===== config.mk =====
export PLATFORM = sky130hd
export DESIGN_NAME = haptic_force_to_pwm_drive_top_flat
export DESIGN_NICKNAME = d
export VERILOG_FILES = /design/src/design/hfpd_pkg.sv /design/src/design/hfpd_if.sv /design/src/design/haptic_force_to_pwm_drive_top.sv /design/src/flat_wrapper.sv
export SDC_FILE = /design/constraint.sdc
export NUM_CORES = 1
export LEC_CHECK = 0
export BUFFER_PORTS_ARGS = -buffer_cell sky130_fd_sc_hd__buf_4
export CORE_ASPECT_RATIO = 1.4
export CORE_UTILIZATION = 55
export DETAILED_ROUTE_END_ITERATION = 10
export PLACE_DENSITY = 0.75
export SYNTH_ARGS = -nofsm -noshare
export SYNTH_HDL_FRONTEND = slang
export SYNTH_SLANG_ARGS = --single-unit

===== constraint.sdc =====
create_clock -name clk -period 7.9 [get_ports clk]
set_clock_uncertainty 0.15 [all_clocks]
set_input_delay 1.58 -clock clk [delete_from_list [all_inputs] [get_ports clk]]
set_output_delay 1.58 -clock clk [all_outputs]
set_load 0.02 [all_outputs]

===== src/design/hfpd_pkg.sv =====
`timescale 1ns / 1ps
// ----------------------------------------------------------------------------
// Haptic force drive package
// Shared types and constants of the haptic force to PWM drive block.
// ----------------------------------------------------------------------------
package hfpd_pkg;

	localparam int WORD_W   = 16;
	localparam int DEPTH_W  = 5;
	localparam int BYTES_W  = 4;
	localparam int CFG_IDX_W  = 2;
	localparam int CFG_DATA_W = 8;
	localparam int LEVEL_W  = 6;

	// Configuration register indexes.
	localparam logic [CFG_IDX_W-1:0] REG_DRIVER_MODE  = 2'd0;
	localparam logic [CFG_IDX_W-1:0] REG_DIVIDER_N    = 2'd1;
	localparam logic [CFG_IDX_W-1:0] REG_LEVEL_OFFSET = 2'd2;

	// Driver modes; code 3 is unused and acts like no actuator.
	localparam logic [1:0] MODE_NONE    = 2'd0;
	localparam logic [1:0] MODE_LEVEL   = 2'd1;
	localparam logic [1:0] MODE_DIVIDER = 2'd2;

	localparam logic [1:0] MODE_RESET   = MODE_LEVEL;
	localparam logic [7:0] DIVIDER_RESET = 8'd214;
	localparam logic [1:0] OFFSET_RESET = 2'd3;

	// Accepted sample formats.
	localparam logic [DEPTH_W-1:0] DEPTH_8  = 5'd8;
	localparam logic [DEPTH_W-1:0] DEPTH_16 = 5'd16;
	localparam logic [BYTES_W-1:0] BYTES_8  = 4'd1;
	localparam logic [BYTES_W-1:0] BYTES_16 = 4'd2;

	// Marker loaded into the last force when the amp switches on.
	localparam logic signed [8:0] FORCE_REARM = 9'sd128;

	typedef struct packed {
		logic               status;
		logic               amp_enabled;
		logic               drive_power_on;
		logic               pwm_root_enable;
		logic [7:0]         duty_code;
		logic               duty_write;
		logic [LEVEL_W-1:0] pmic_level;
		logic               pmic_on;
		logic               pmic_write;
	} result_t;

endpackage


===== src/design/hfpd_if.sv =====
`timescale 1ns / 1ps
// ----------------------------------------------------------------------------
// Haptic force drive channels
// Valid/ready channels for force samples, drive results and register writes.
// ----------------------------------------------------------------------------
interface hfpd_in_if;
	logic                         valid;
	logic                         ready;
	logic [hfpd_pkg::WORD_W-1:0]  sample_word;
	logic [hfpd_pkg::DEPTH_W-1:0] bit_depth;
	logic [hfpd_pkg::BYTES_W-1:0] byte_count;

	modport source (output valid, sample_word, bit_depth, byte_count, input ready);
	modport sink   (input valid, sample_word, bit_depth, byte_count, output ready);
endinterface

interface hfpd_out_if;
	logic                         valid;
	logic                         ready;
	logic                         status;
	logic                         amp_enabled;
	logic                         drive_power_on;
	logic                         pwm_root_enable;
	logic [7:0]                   duty_code;
	logic                         duty_write;
	logic [hfpd_pkg::LEVEL_W-1:0] pmic_level;
	logic                         pmic_on;
	logic                         pmic_write;

	modport source (output valid, status, amp_enabled, drive_power_on, pwm_root_enable,
		duty_code, duty_write, pmic_level, pmic_on, pmic_write, input ready);
	modport sink   (input valid, status, amp_enabled, drive_power_on, pwm_root_enable,
		duty_code, duty_write, pmic_level, pmic_on, pmic_write, output ready);
endinterface

interface hfpd_cfg_if;
	logic                            valid;
	logic                            ready;
	logic [hfpd_pkg::CFG_IDX_W-1:0]  index;
	logic [hfpd_pkg::CFG_DATA_W-1:0] data;

	modport source (output valid, index, data, input ready);
	modport sink   (input valid, index, data, output ready);
endinterface


===== src/design/haptic_force_to_pwm_drive_top.sv =====
`timescale 1ns / 1ps
// ----------------------------------------------------------------------------
// Haptic force to PWM drive
// Turns signed force samples into duty code and regulator level writes.
// ----------------------------------------------------------------------------
// Usage:
//   sample : force words in (sample_word, bit_depth, byte_count).
//   drive  : one result word out per sample: status, amp state and the
//            divider duty or regulator writes caused by that sample.
//   cfg    : register writes (driver_mode, divider_n, level_offset); always
//            ready, and meant to be used only while no sample is in flight.
//   Each sample is decoded, checked and applied to the amp state in the
//   cycle it is accepted; its result word goes to the output register or,
//   while drive stalls, to skid. A new sample is taken every cycle while
//   skid is empty. A 9x8 multiply and three adds on the duty path set the cycle.
//   A two-word output buffer (output register plus skid register) lets a
//   sample be taken while a result waits; sample.ready drops only when
//   both are full, so a stalled receiver loses nothing.
//   Reset clears the amp, clock and last force state, empties the buffer
//   and loads the registers with mode 1, divider 214 and offset 3.
// ----------------------------------------------------------------------------
module haptic_force_to_pwm_drive_top (
	input  logic       clk,
	input  logic       arst_n,
	hfpd_in_if.sink    sample,
	hfpd_out_if.source drive,
	hfpd_cfg_if.sink   cfg
);
	import hfpd_pkg::*;

	logic [1:0]        mode_q;
	logic [7:0]        divider_q;
	logic [1:0]        offset_q;
	logic              amp_on_q;
	logic              clock_running_q;
	logic signed [8:0] last_force_q;

	result_t out_q, skid_q, res;
	logic    out_valid_q, skid_valid_q;
	logic    push, pop;

	logic                     fmt_ok;
	logic [7:0]               raw;
	logic signed [7:0]        force_v;
	logic signed [8:0]        force_ext;
	logic signed [8:0]        nm1;
	logic signed [16:0]       prod;
	logic signed [8:0]        quot;
	logic [7:0]               duty_sum;
	logic [7:0]               duty_val;
	logic [11:0]              lvl_prod;
	logic [LEVEL_W-1:0]       lvl_val;
	logic                     amp_nxt;
	logic                     clk_nxt;
	logic signed [8:0]        last_nxt;
	logic                     is_div;
	logic                     is_lvl;

	assign cfg.ready = 1'b1;

	always_ff @(posedge clk or negedge arst_n) begin
		if (!arst_n) begin
			mode_q    <= MODE_RESET;
			divider_q <= DIVIDER_RESET;
			offset_q  <= OFFSET_RESET;
		end else if (cfg.valid) begin
			unique case (cfg.index)
				REG_DRIVER_MODE:  mode_q    <= cfg.data[1:0];
				REG_DIVIDER_N:    divider_q <= cfg.data;
				REG_LEVEL_OFFSET: offset_q  <= cfg.data[1:0];
				default: ;
			endcase
		end
	end

	// Format check and force extraction.
	always_comb begin
		fmt_ok = 1'b1;
		raw    = 8'd0;
		if (sample.bit_depth == DEPTH_8 && sample.byte_count == BYTES_8) begin
			raw = sample.sample_word[7:0];
		end else if (sample.bit_depth == DEPTH_16 && sample.byte_count == BYTES_16) begin
			raw = sample.sample_word[15:8];
		end else begin
			fmt_ok = 1'b0;
		end
	end

	assign force_v   = $signed(raw);
	assign force_ext = {force_v[7], force_v};
	assign is_div    = (mode_q == MODE_DIVIDER);
	assign is_lvl    = (mode_q == MODE_LEVEL);

	// Duty: (N>>1) + (N-1)*force/256 with truncation toward zero, doubled and inverted.
	assign nm1  = $signed({1'b0, divider_q}) - 9'sd1;
	assign prod = nm1 * force_ext;
	assign quot = prod[16:8] + ((prod[16] && (prod[7:0] != 8'd0)) ? 9'sd1 : 9'sd0);
	assign duty_sum = {1'b0, divider_q[7:1]} + quot[7:0];
	assign duty_val = ~{duty_sum[6:0], 1'b0};

	// Level for a positive force: force*31/128 + offset.
	assign lvl_prod = {5'd0, force_v[6:0]} * 12'd31;
	assign lvl_val  = {1'b0, lvl_prod[11:7]} + {4'd0, offset_q};

	always_comb begin
		res                = '0;
		res.status         = ~fmt_ok;
		amp_nxt            = amp_on_q;
		clk_nxt            = clock_running_q;
		last_nxt           = last_force_q;
		if (fmt_ok && force_ext != last_force_q) begin
			last_nxt = force_ext;
			if (force_v <= 8'sd0) begin
				if (is_div && force_v < 8'sd0) begin
					res.duty_code       = duty_val;
					res.pwm_root_enable = 1'b1;
					res.duty_write      = 1'b1;
				end else if (amp_on_q) begin
					if (is_div) begin
						clk_nxt = 1'b0;
					end else if (is_lvl) begin
						res.pmic_write = 1'b1;
					end
					amp_nxt  = 1'b0;
					last_nxt = 9'sd0;
				end
			end else begin
				if (!amp_on_q) begin
					if (is_div) begin
						clk_nxt = 1'b1;
					end
					amp_nxt  = 1'b1;
					last_nxt = FORCE_REARM;
				end
				if (is_div) begin
					res.duty_code       = duty_val;
					res.pwm_root_enable = 1'b1;
					res.duty_write      = 1'b1;
				end else if (is_lvl) begin
					res.pmic_level = lvl_val;
					res.pmic_on    = 1'b1;
					res.pmic_write = 1'b1;
				end
			end
		end
		res.amp_enabled    = amp_nxt;
		res.drive_power_on = clk_nxt;
	end

	assign sample.ready = ~skid_valid_q;
	assign push = sample.valid & ~skid_valid_q;
	assign pop  = out_valid_q & drive.ready;

	always_ff @(posedge clk or negedge arst_n) begin
		if (!arst_n) begin
			amp_on_q        <= 1'b0;
			clock_running_q <= 1'b0;
			last_force_q    <= 9'sd0;
		end else if (push) begin
			amp_on_q        <= amp_nxt;
			clock_running_q <= clk_nxt;
			last_force_q    <= last_nxt;
		end
	end

	// Two-word output buffer: the skid register only fills while the output stalls.
	always_ff @(posedge clk or negedge arst_n) begin
		if (!arst_n) begin
			out_valid_q  <= 1'b0;
			skid_valid_q <= 1'b0;
		end else begin
			if (!out_valid_q || pop) begin
				if (skid_valid_q) begin
					out_valid_q  <= 1'b1;
					skid_valid_q <= push;
				end else begin
					out_valid_q  <= push;
				end
			end else if (push) begin
				skid_valid_q <= 1'b1;
			end
		end
	end

	always_ff @(posedge clk) begin
		if (!out_valid_q || pop) begin
			if (skid_valid_q) begin
				out_q <= skid_q;
				if (push) begin
					skid_q <= res;
				end
			end else if (push) begin
				out_q <= res;
			end
		end else if (push) begin
			skid_q <= res;
		end
	end

	assign drive.valid           = out_valid_q;
	assign drive.status          = out_q.status;
	assign drive.amp_enabled     = out_q.amp_enabled;
	assign drive.drive_power_on  = out_q.drive_power_on;
	assign drive.pwm_root_enable = out_q.pwm_root_enable;
	assign drive.duty_code       = out_q.duty_code;
	assign drive.duty_write      = out_q.duty_write;
	assign drive.pmic_level      = out_q.pmic_level;
	assign drive.pmic_on         = out_q.pmic_on;
	assign drive.pmic_write      = out_q.pmic_write;

endmodule

===== src/flat_wrapper.sv =====
// flat-port wrapper written by rule: the top's interface ports become plain ports
module haptic_force_to_pwm_drive_top_flat import hfpd_pkg::*;
  (clk, arst_n, sample_valid, sample_sample_word, sample_bit_depth, sample_byte_count, sample_ready, drive_valid, drive_status, drive_amp_enabled, drive_drive_power_on, drive_pwm_root_enable, drive_duty_code, drive_duty_write, drive_pmic_level, drive_pmic_on, drive_pmic_write, drive_ready, cfg_valid, cfg_index, cfg_data, cfg_ready);
  hfpd_in_if sample_i ();
  hfpd_out_if drive_i ();
  hfpd_cfg_if cfg_i ();
  input  logic clk;
  input  logic arst_n;
  input wire logic [$bits(sample_i.valid)-1:0] sample_valid;
  input wire logic [$bits(sample_i.sample_word)-1:0] sample_sample_word;
  input wire logic [$bits(sample_i.bit_depth)-1:0] sample_bit_depth;
  input wire logic [$bits(sample_i.byte_count)-1:0] sample_byte_count;
  output wire logic [$bits(sample_i.ready)-1:0] sample_ready;
  output wire logic [$bits(drive_i.valid)-1:0] drive_valid;
  output wire logic [$bits(drive_i.status)-1:0] drive_status;
  output wire logic [$bits(drive_i.amp_enabled)-1:0] drive_amp_enabled;
  output wire logic [$bits(drive_i.drive_power_on)-1:0] drive_drive_power_on;
  output wire logic [$bits(drive_i.pwm_root_enable)-1:0] drive_pwm_root_enable;
  output wire logic [$bits(drive_i.duty_code)-1:0] drive_duty_code;
  output wire logic [$bits(drive_i.duty_write)-1:0] drive_duty_write;
  output wire logic [$bits(drive_i.pmic_level)-1:0] drive_pmic_level;
  output wire logic [$bits(drive_i.pmic_on)-1:0] drive_pmic_on;
  output wire logic [$bits(drive_i.pmic_write)-1:0] drive_pmic_write;
  input wire logic [$bits(drive_i.ready)-1:0] drive_ready;
  input wire logic [$bits(cfg_i.valid)-1:0] cfg_valid;
  input wire logic [$bits(cfg_i.index)-1:0] cfg_index;
  input wire logic [$bits(cfg_i.data)-1:0] cfg_data;
  output wire logic [$bits(cfg_i.ready)-1:0] cfg_ready;
  assign sample_i.valid = sample_valid;
  assign sample_i.sample_word = sample_sample_word;
  assign sample_i.bit_depth = sample_bit_depth;
  assign sample_i.byte_count = sample_byte_count;
  assign sample_ready = sample_i.ready;
  assign drive_valid = drive_i.valid;
  assign drive_status = drive_i.status;
  assign drive_amp_enabled = drive_i.amp_enabled;
  assign drive_drive_power_on = drive_i.drive_power_on;
  assign drive_pwm_root_enable = drive_i.pwm_root_enable;
  assign drive_duty_code = drive_i.duty_code;
  assign drive_duty_write = drive_i.duty_write;
  assign drive_pmic_level = drive_i.pmic_level;
  assign drive_pmic_on = drive_i.pmic_on;
  assign drive_pmic_write = drive_i.pmic_write;
  assign drive_i.ready = drive_ready;
  assign cfg_i.valid = cfg_valid;
  assign cfg_i.index = cfg_index;
  assign cfg_i.data = cfg_data;
  assign cfg_ready = cfg_i.ready;
  haptic_force_to_pwm_drive_top u_core (.clk(clk), .arst_n(arst_n), .sample(sample_i), .drive(drive_i), .cfg(cfg_i));
endmodule

==> run_results.csv, run 1 <==
group,metric,value,unit
worst_setup_path,critPathMaxFanout,5,
global_routing,grt_max_degree,36,
place,gp_congestion,0.902,
timing,hold_viol_final,0,
outcome,status,"complete, but fails checks",
cells_and_area,fin_util,74.6,%
worst_setup_path,slowest_stage,"fa_1",
timing,setup_viol,2,
clock_network,htreeDepth,3,
pwr,max-vdd-ir-drop,0.111,mV
yosys,postSynthNetCount,902,
yosys,synthFlopType,"edfxtp_1",
cells_and_area,fin_nets,1068,
place,dp_hpwl,14.7,mm
timing,worstMarginPinSlew,1.15,ns
yosys,yosysWarnings,0,
pwr,p_leak,4.47,nW
place,io_buffers,62,
clock_network,clock_latency,0.33,ns
clock_network,hold_buffers,0,
route,ant_nets,0,
clock_network,clkTransAtPathRegs,0.06,ns
route,vias_per_cell,5.54,
die,core,0.0124,mm^2
cells_and_area,syn2layout_area_growth,30.8,%
pwr,finalPower,1.07,mW
worst_setup_path,worstPathArrival,8.10,ns
die,rows,48,
timing,period_needed,8.10,ns
worst_setup_path,critPathLaunch,"sample_bit_depth[3]",
route,drt_iter0_drc,256,
yosys,syn_area_per_cell,9.80,um^2
timing,layout_setup_ws,-0.204,ns
cells_and_area,diodes,0,
place,place_ws,-0.763,ns
worst_setup_path,cp-end-kind,"flop",
worst_setup_path,crit_path_start_kind,"input pin",
die,io_pins,64,
timing,slew_headroom,23.1,%
timing,slew_viol_final,0,
timing,hold_slack,0.376,ns
yosys,syn_inst,724,
yosys,ys_ff_latch,63,
worst_setup_path,cp-endpoint,"u_core.drive.duty_code[7]$_DFFE_PP_",
outcome,violations,"DRC, setup timing",
die,die_w,98.0,um
timing,finalSetupTns,-0.368,ns
worst_setup_path,slowest_delay,0.56,ns
worst_setup_path,worstReg2RegStart,"u_core.divider_q[1]$_DFFE_PN1P_",
timing,finalCritPeriodShare,103,%
worst_hold_path,min_path_type,"reg2reg",
clock_network,cts_root_buf,"clkbuf_16",
clock_network,cts_tree,"built",
route,drc,3,
clock_network,clock_sinks,63,
clock_network,cts_buffers,9,
cells_and_area,mostFrequentLayoutCells,"buf_4 (153), inv_1 (109), nor2_1 (71), fa_1 (71), ha_1 (50)",
die,initial_core_util,57.0,%
worst_setup_path,reg2reg_depth,29,
die,die-area,0.0134,mm^2
route,vias,5788,
route,wire_per_inst,18.0,um
global_routing,grt_pass1_vias,6209,
yosys,async_flop_share,39.7,%
global_routing,grt_pass1_wl,29.7,mm
yosys,synth_cell_types,71,
cells_and_area,final_common_cell,"buf_4",
timing,fmax,0.123,GHz
worst_setup_path,crit_type,"in2reg",
yosys,synth-edff-count,38,
yosys,netlist_area,0.00709,mm^2
flow_run,drv_cap,0,
pwr,powerDensity,116,mW/mm^2
worst_setup_path,crit-reg2reg-capture,"u_core.drive.duty_code[7]$_DFFE_PP_",
yosys,ys_seq_area_share,25.1,%
worst_setup_path,crit_required,7.89,ns
route,route.final.wire_length,18.8,mm
global_routing,antenna_found_initial,0,
global_routing,gr-total-overflow,0,
clock_network,clk_path_buf_depth,2,
worst_setup_path,r2r_slack,0.43,ns
route,dr.pass1.iters,10,
timing,rsz0062_at_grt,"yes",
die,fp.dieH,136,um
global_routing,grt.total_usage,29.2,%
cells_and_area,drive_above_1_share,37.0,%
## cell type report
type                    count  area (um^2)
flip-flops and latches     63         1780
inverters                 129          499
fillers                   855         3150
clock buffers              10          239
multi-input cells         512         5060
clock inverters             6         92.6
repair buffers            175         1420
well taps                 150          188
## cells by family (layout without fill, tap and decap cells)
group	count (synthesis)	after routing	share of synthesized area (%)
AO/OA/AOI/OAI	99	99	11.2
XOR/XNOR	44	44	5.43
adder cells (fa/ha/maj)	138	138	32.5
multiplexers	24	24	3.79
buffers and inverters	149	320	8.34
other	1	1	0.0529
AND/OR/NAND/NOR	206	206	13.7
flip-flops	63	63	25.1
## layer usage
layer | GRT usage (%) | share of wire, % | up-vias
li1 | - | - | 2707
met1 | 29.8 | 36 | 2894
met2 | 58.0 | 57 | 132
met3 | 3.75 | 2.6 | 55
met4 | 13.9 | 4.2 | 0
met5 | 0 | 0 | -
## Yosys cell counts (all sizes together), types with 5 or more instances
cell type / number / area share, %
inv: 127 / 6.7
nor2: 92 / 4.9
fa: 77 / 22
ha: 61 / 11
nand2: 51 / 2.8
edfxtp: 38 / 16
xnor2: 27 / 3.3
mux2: 23 / 3.7
a21oi: 19 / 1.5
dfrtp: 17 / 6.0
xor2: 17 / 2.1
o21ai: 15 / 1.1
o31ai: 15 / 1.9
a21o: 11 / 1.2
buf: 11 / 1.0
nor3: 10 / 0.71
a22oi: 9 / 1.7
clkbuf: 9 / 0.48
dfstp: 8 / 3.0
nand2b: 7 / 0.62
or3: 6 / 0.53
and3: 5 / 0.44
nand3: 5 / 0.35
nor4: 5 / 0.44
## per-stage QoR
step,cells,instance area [um^2]
after floorplan,724,7240
after global placement,1001,8420
after detailed placement,1001,8420
after CTS,1032,9020
after global routing,1045,9280
final,1045,9280
## registers in the layout, summed over array words and instances, names as in the netlist
register / cells
u_core.drive.pmic_write: 1
u_core.skid_q: 19
u_core.last_force_q: 9
u_core.mode_q: 2
u_core.divider_q: 8
u_core.drive.valid: 1
u_core.drive.status: 1
u_core.drive.pmic_on: 1
u_core.clock_running_q: 1
u_core.drive.drive_power_on: 1
u_core.amp_on_q: 1
u_core.offset_q: 2
u_core.skid_valid_q: 1
u_core.drive.pmic_level: 6
u_core.drive.duty_code: 8
u_core.drive.amp_enabled: 1
## where the power goes
part	total [mW]	internal (mW)	switching [mW]
registers	0.410	0.380	0.0301
logic	0.220	0.0907	0.130
clock network	0.441	0.286	0.155
total	1.07	0.757	0.315
## critical path, delay by kind of cell
kind                       cells  cell delay [ns]
buffers and inverters          7             0.55
AOI/OAI and AO/OA             11             1.75
adders and majority gates      7             2.82
and+or+nand+nor                4             1.13
xor gates and xnor gates       2             0.26
## what timing repair did
action | 4_1_cts | 5_1_grt
pin swaps | 47 | 35
setup endpoints to repair | 4 | 7
resized for setup | 47 | 38
setup buffers | 15 | 14
## worst min path at each step
stage / from / to / slack, ns / cells after the start
final: u_core.clock_running_q$_DFFE_PN0P_ / u_core.clock_running_q$_DFFE_PN0P_ / 0.38 / 1
after global routing: u_core.skid_q[18]$_DFFE_PP_ / u_core.drive.drive_power_on$_DFFE_PP_ / 0.41 / 2
after CTS: u_core.clock_running_q$_DFFE_PN0P_ / u_core.clock_running_q$_DFFE_PN0P_ / 0.37 / 1
after detailed placement: u_core.clock_running_q$_DFFE_PN0P_ / u_core.clock_running_q$_DFFE_PN0P_ / 0.37 / 1
after global placement: u_core.clock_running_q$_DFFE_PN0P_ / u_core.clock_running_q$_DFFE_PN0P_ / 0.35 / 1
after floorplan: u_core.clock_running_q$_DFFE_PN0P_ / u_core.clock_running_q$_DFFE_PN0P_ / 0.33 / 1
Power figures use the tool's default switching activity.
==> inputs of run 2 (changes only) <==
Settings changed: PLACE_DENSITY 0.75 to 0.78.
Clock period 7.9 ns to 7.09 ns, I/O delays scaled along.
==> run_results.csv, run 2 (synthesis gave the netlist of run 1 again) <==
group,metric,value,unit
clock_network,cts_root_buf,"clkbuf_16",
clock_network,cts_tree,"built",
die,fp.dieH,136,um
global_routing,grt.total_usage,31.7,%
pwr,powerDensity,130,mW/mm^2
global_routing,grt_pass1_wl,32.5,mm
timing,setup_viol,12,
route,vias_per_cell,5.60,
worst_setup_path,crit_type,"in2reg",
die,initial_core_util,57.0,%
cells_and_area,multi_input_area,0.00504,mm^2
route,drt_iter0_drc,327,
worst_hold_path,min_path_cells,2,
timing,fmax,0.126,GHz
cells_and_area,layout_top_registers,"u_core.skid_q x19, u_core.last_force_q x9",
worst_setup_path,crit-reg2reg-capture,"u_core.drive.duty_code[7]$_DFFE_PP_",
route,route.final.wire_length,19.6,mm
worst_setup_path,critPathMaxFanout,6,
route,dr.pass1.iters,10,
clock_network,cts_buffers,9,
timing,period_needed,7.97,ns
die,rows,48,
route,vias,6070,
pwr,p_leak,4.66,nW
worst_setup_path,slowest_delay,0.50,ns
die,core,0.0124,mm^2
route,drc,4,
timing,finalCritPeriodShare,112,%
global_routing,gr-total-overflow,0,
clock_network,clock_sinks,63,
outcome,status,"complete, but fails checks",
flow_run,drv_cap,0,
timing,worstMarginPinSlew,1.14,ns
timing,layout_setup_ws,-0.876,ns
cells_and_area,fin_nets,1106,
worst_setup_path,reg2reg_depth,29,
cells_and_area,fillCellCount,758,
clock_network,clk_path_buf_depth,2,
cells_and_area,mostFrequentLayoutCells,"buf_4 (195), inv_1 (111), fa_1 (72), nor2_1 (70), ha_1 (55)",
clock_network,clkTransAtPathRegs,0.06,ns
timing,slew_headroom,24.0,%
global_routing,grt_pass1_vias,6814,
worst_hold_path,min_to,"u_core.drive.pmic_level[1]$_DFFE_PP_",
worst_setup_path,worstReg2RegStart,"u_core.divider_q[2]$_DFFE_PN1P_",
route,ant_nets,0,
cells_and_area,top_register,"u_core.skid_q",
worst_setup_path,slowest_stage,"fa_1",
cells_and_area,drive_above_1_share,38.7,%
place,dp_cells,1037,
cells_and_area,diodes,0,
cells_and_area,final_common_cell,"buf_4",
worst_hold_path,hp-start,"u_core.skid_q[3]$_DFFE_PP_",
global_routing,grt_max_degree,36,
die,die-area,0.0134,mm^2
clock_network,clock_latency,0.34,ns
outcome,violations,"DRC, setup timing",
pwr,max-vdd-ir-drop,0.121,mV
cells_and_area,fin_cells,1083,
cells_and_area,largest_reg_flops,19,
cells_and_area,seq_area,0.00178,mm^2
place,gp_congestion,0.948,
timing,finalSetupTns,-6.41,ns
worst_hold_path,min_path_type,"reg2reg",
timing,hold_viol_final,0,
timing,slew_viol_final,0,
worst_setup_path,worstPathArrival,7.86,ns
worst_setup_path,r2r_slack,-0.25,ns
worst_setup_path,crit_required,6.98,ns
die,die_w,98.0,um
cells_and_area,syn2layout_area_growth,34.4,%
place,dp_hpwl,15.0,mm
place,io_buffers,62,
timing,rsz0062_at_grt,"yes",
worst_setup_path,crit_path_start_kind,"input pin",
die,io_pins,64,
route,wire_per_inst,18.1,um
clock_network,htreeDepth,3,
global_routing,antenna_found_initial,0,
worst_setup_path,cp-end-kind,"flop",
-- run 2: through the flow --
step	hold slack [ns]	worst slack (ns)	total power, mW	cell area, um^2	utilization (%)
after floorplan	0.329	-0.866	0.579	7240	-
after global placement	0.352	-1.18	0.728	8700	70.0
after detailed placement	0.362	-1.35	0.734	8700	70.0
after CTS	0.377	-0.729	1.23	9470	76.1
after global routing	0.409	-1.15	1.28	9530	76.7
final	0.369	-0.876	1.24	9530	76.7
-- run 2: worst max-delay path: cells and delay by family --
| family | cells | cell delay, ns |
|---|---|---|
| buf+inv | 7 | 0.63 |
| fa+ha+maj | 7 | 2.61 |
| simple gates | 5 | 1.13 |
| compound gates | 10 | 1.53 |
| xor+xnor | 3 | 0.53 |
-- run 2: worst max path at each step --
stage / startpoint / to / slack, ns / cells past startpoint
2_1_floorplan: sample_bit_depth[4] / u_core.drive.duty_code[7]$_DFFE_PP_ / -0.87 / 29
3_3_place_gp: sample_bit_depth[2] / u_core.drive.duty_code[7]$_DFFE_PP_ / -1.18 / 31
3_5_place_dp: sample_byte_count[1] / u_core.drive.duty_code[7]$_DFFE_PP_ / -1.35 / 32
4_1_cts: sample_byte_count[0] / u_core.drive.duty_code[7]$_DFFE_PP_ / -0.73 / 31
5_1_grt: sample_bit_depth[4] / u_core.drive.duty_code[7]$_DFFE_PP_ / -1.15 / 33
6_report: sample_byte_count[1] / u_core.drive.duty_code[7]$_DFFE_PP_ / -0.88 / 32
-- run 2: layer usage --
metal / up-vias / GRT usage, % / wire (um)
li1: 2790 / - / -
met2: 199 / 64.0 / 11100
met1: 2996 / 31.9 / 6800
met5: - / 0 / 0
met4: 0 / 15.5 / 1010
met3: 85 / 3.24 / 722
-- run 2: area by class of cell --
type	instances	share of cell area (%)
tap	150	1.97
inverter	129	5.26
sequential	63	18.6
clock inverter	6	0.958
clock buffer	10	2.51
multi-input combinational	512	52.9
timing repair buffer	213	17.8
-- run 2: power by group --
part | switching (mW) | leakage (nW) | internal (mW)
logic | 0.169 | 3.85 | 0.143
clock network | 0.168 | 0.151 | 0.318
registers | 0.0215 | 0.666 | 0.423
total | 0.359 | 4.66 | 0.885
-- run 2: repair_timing --
item / in CTS / in global routing
pin swaps: 64 / 14
gates resized for setup: 65 / 9
buffers inserted: 30 / 8
hold buffers: 0 / 0
setup endpoints to repair: 13 / 14
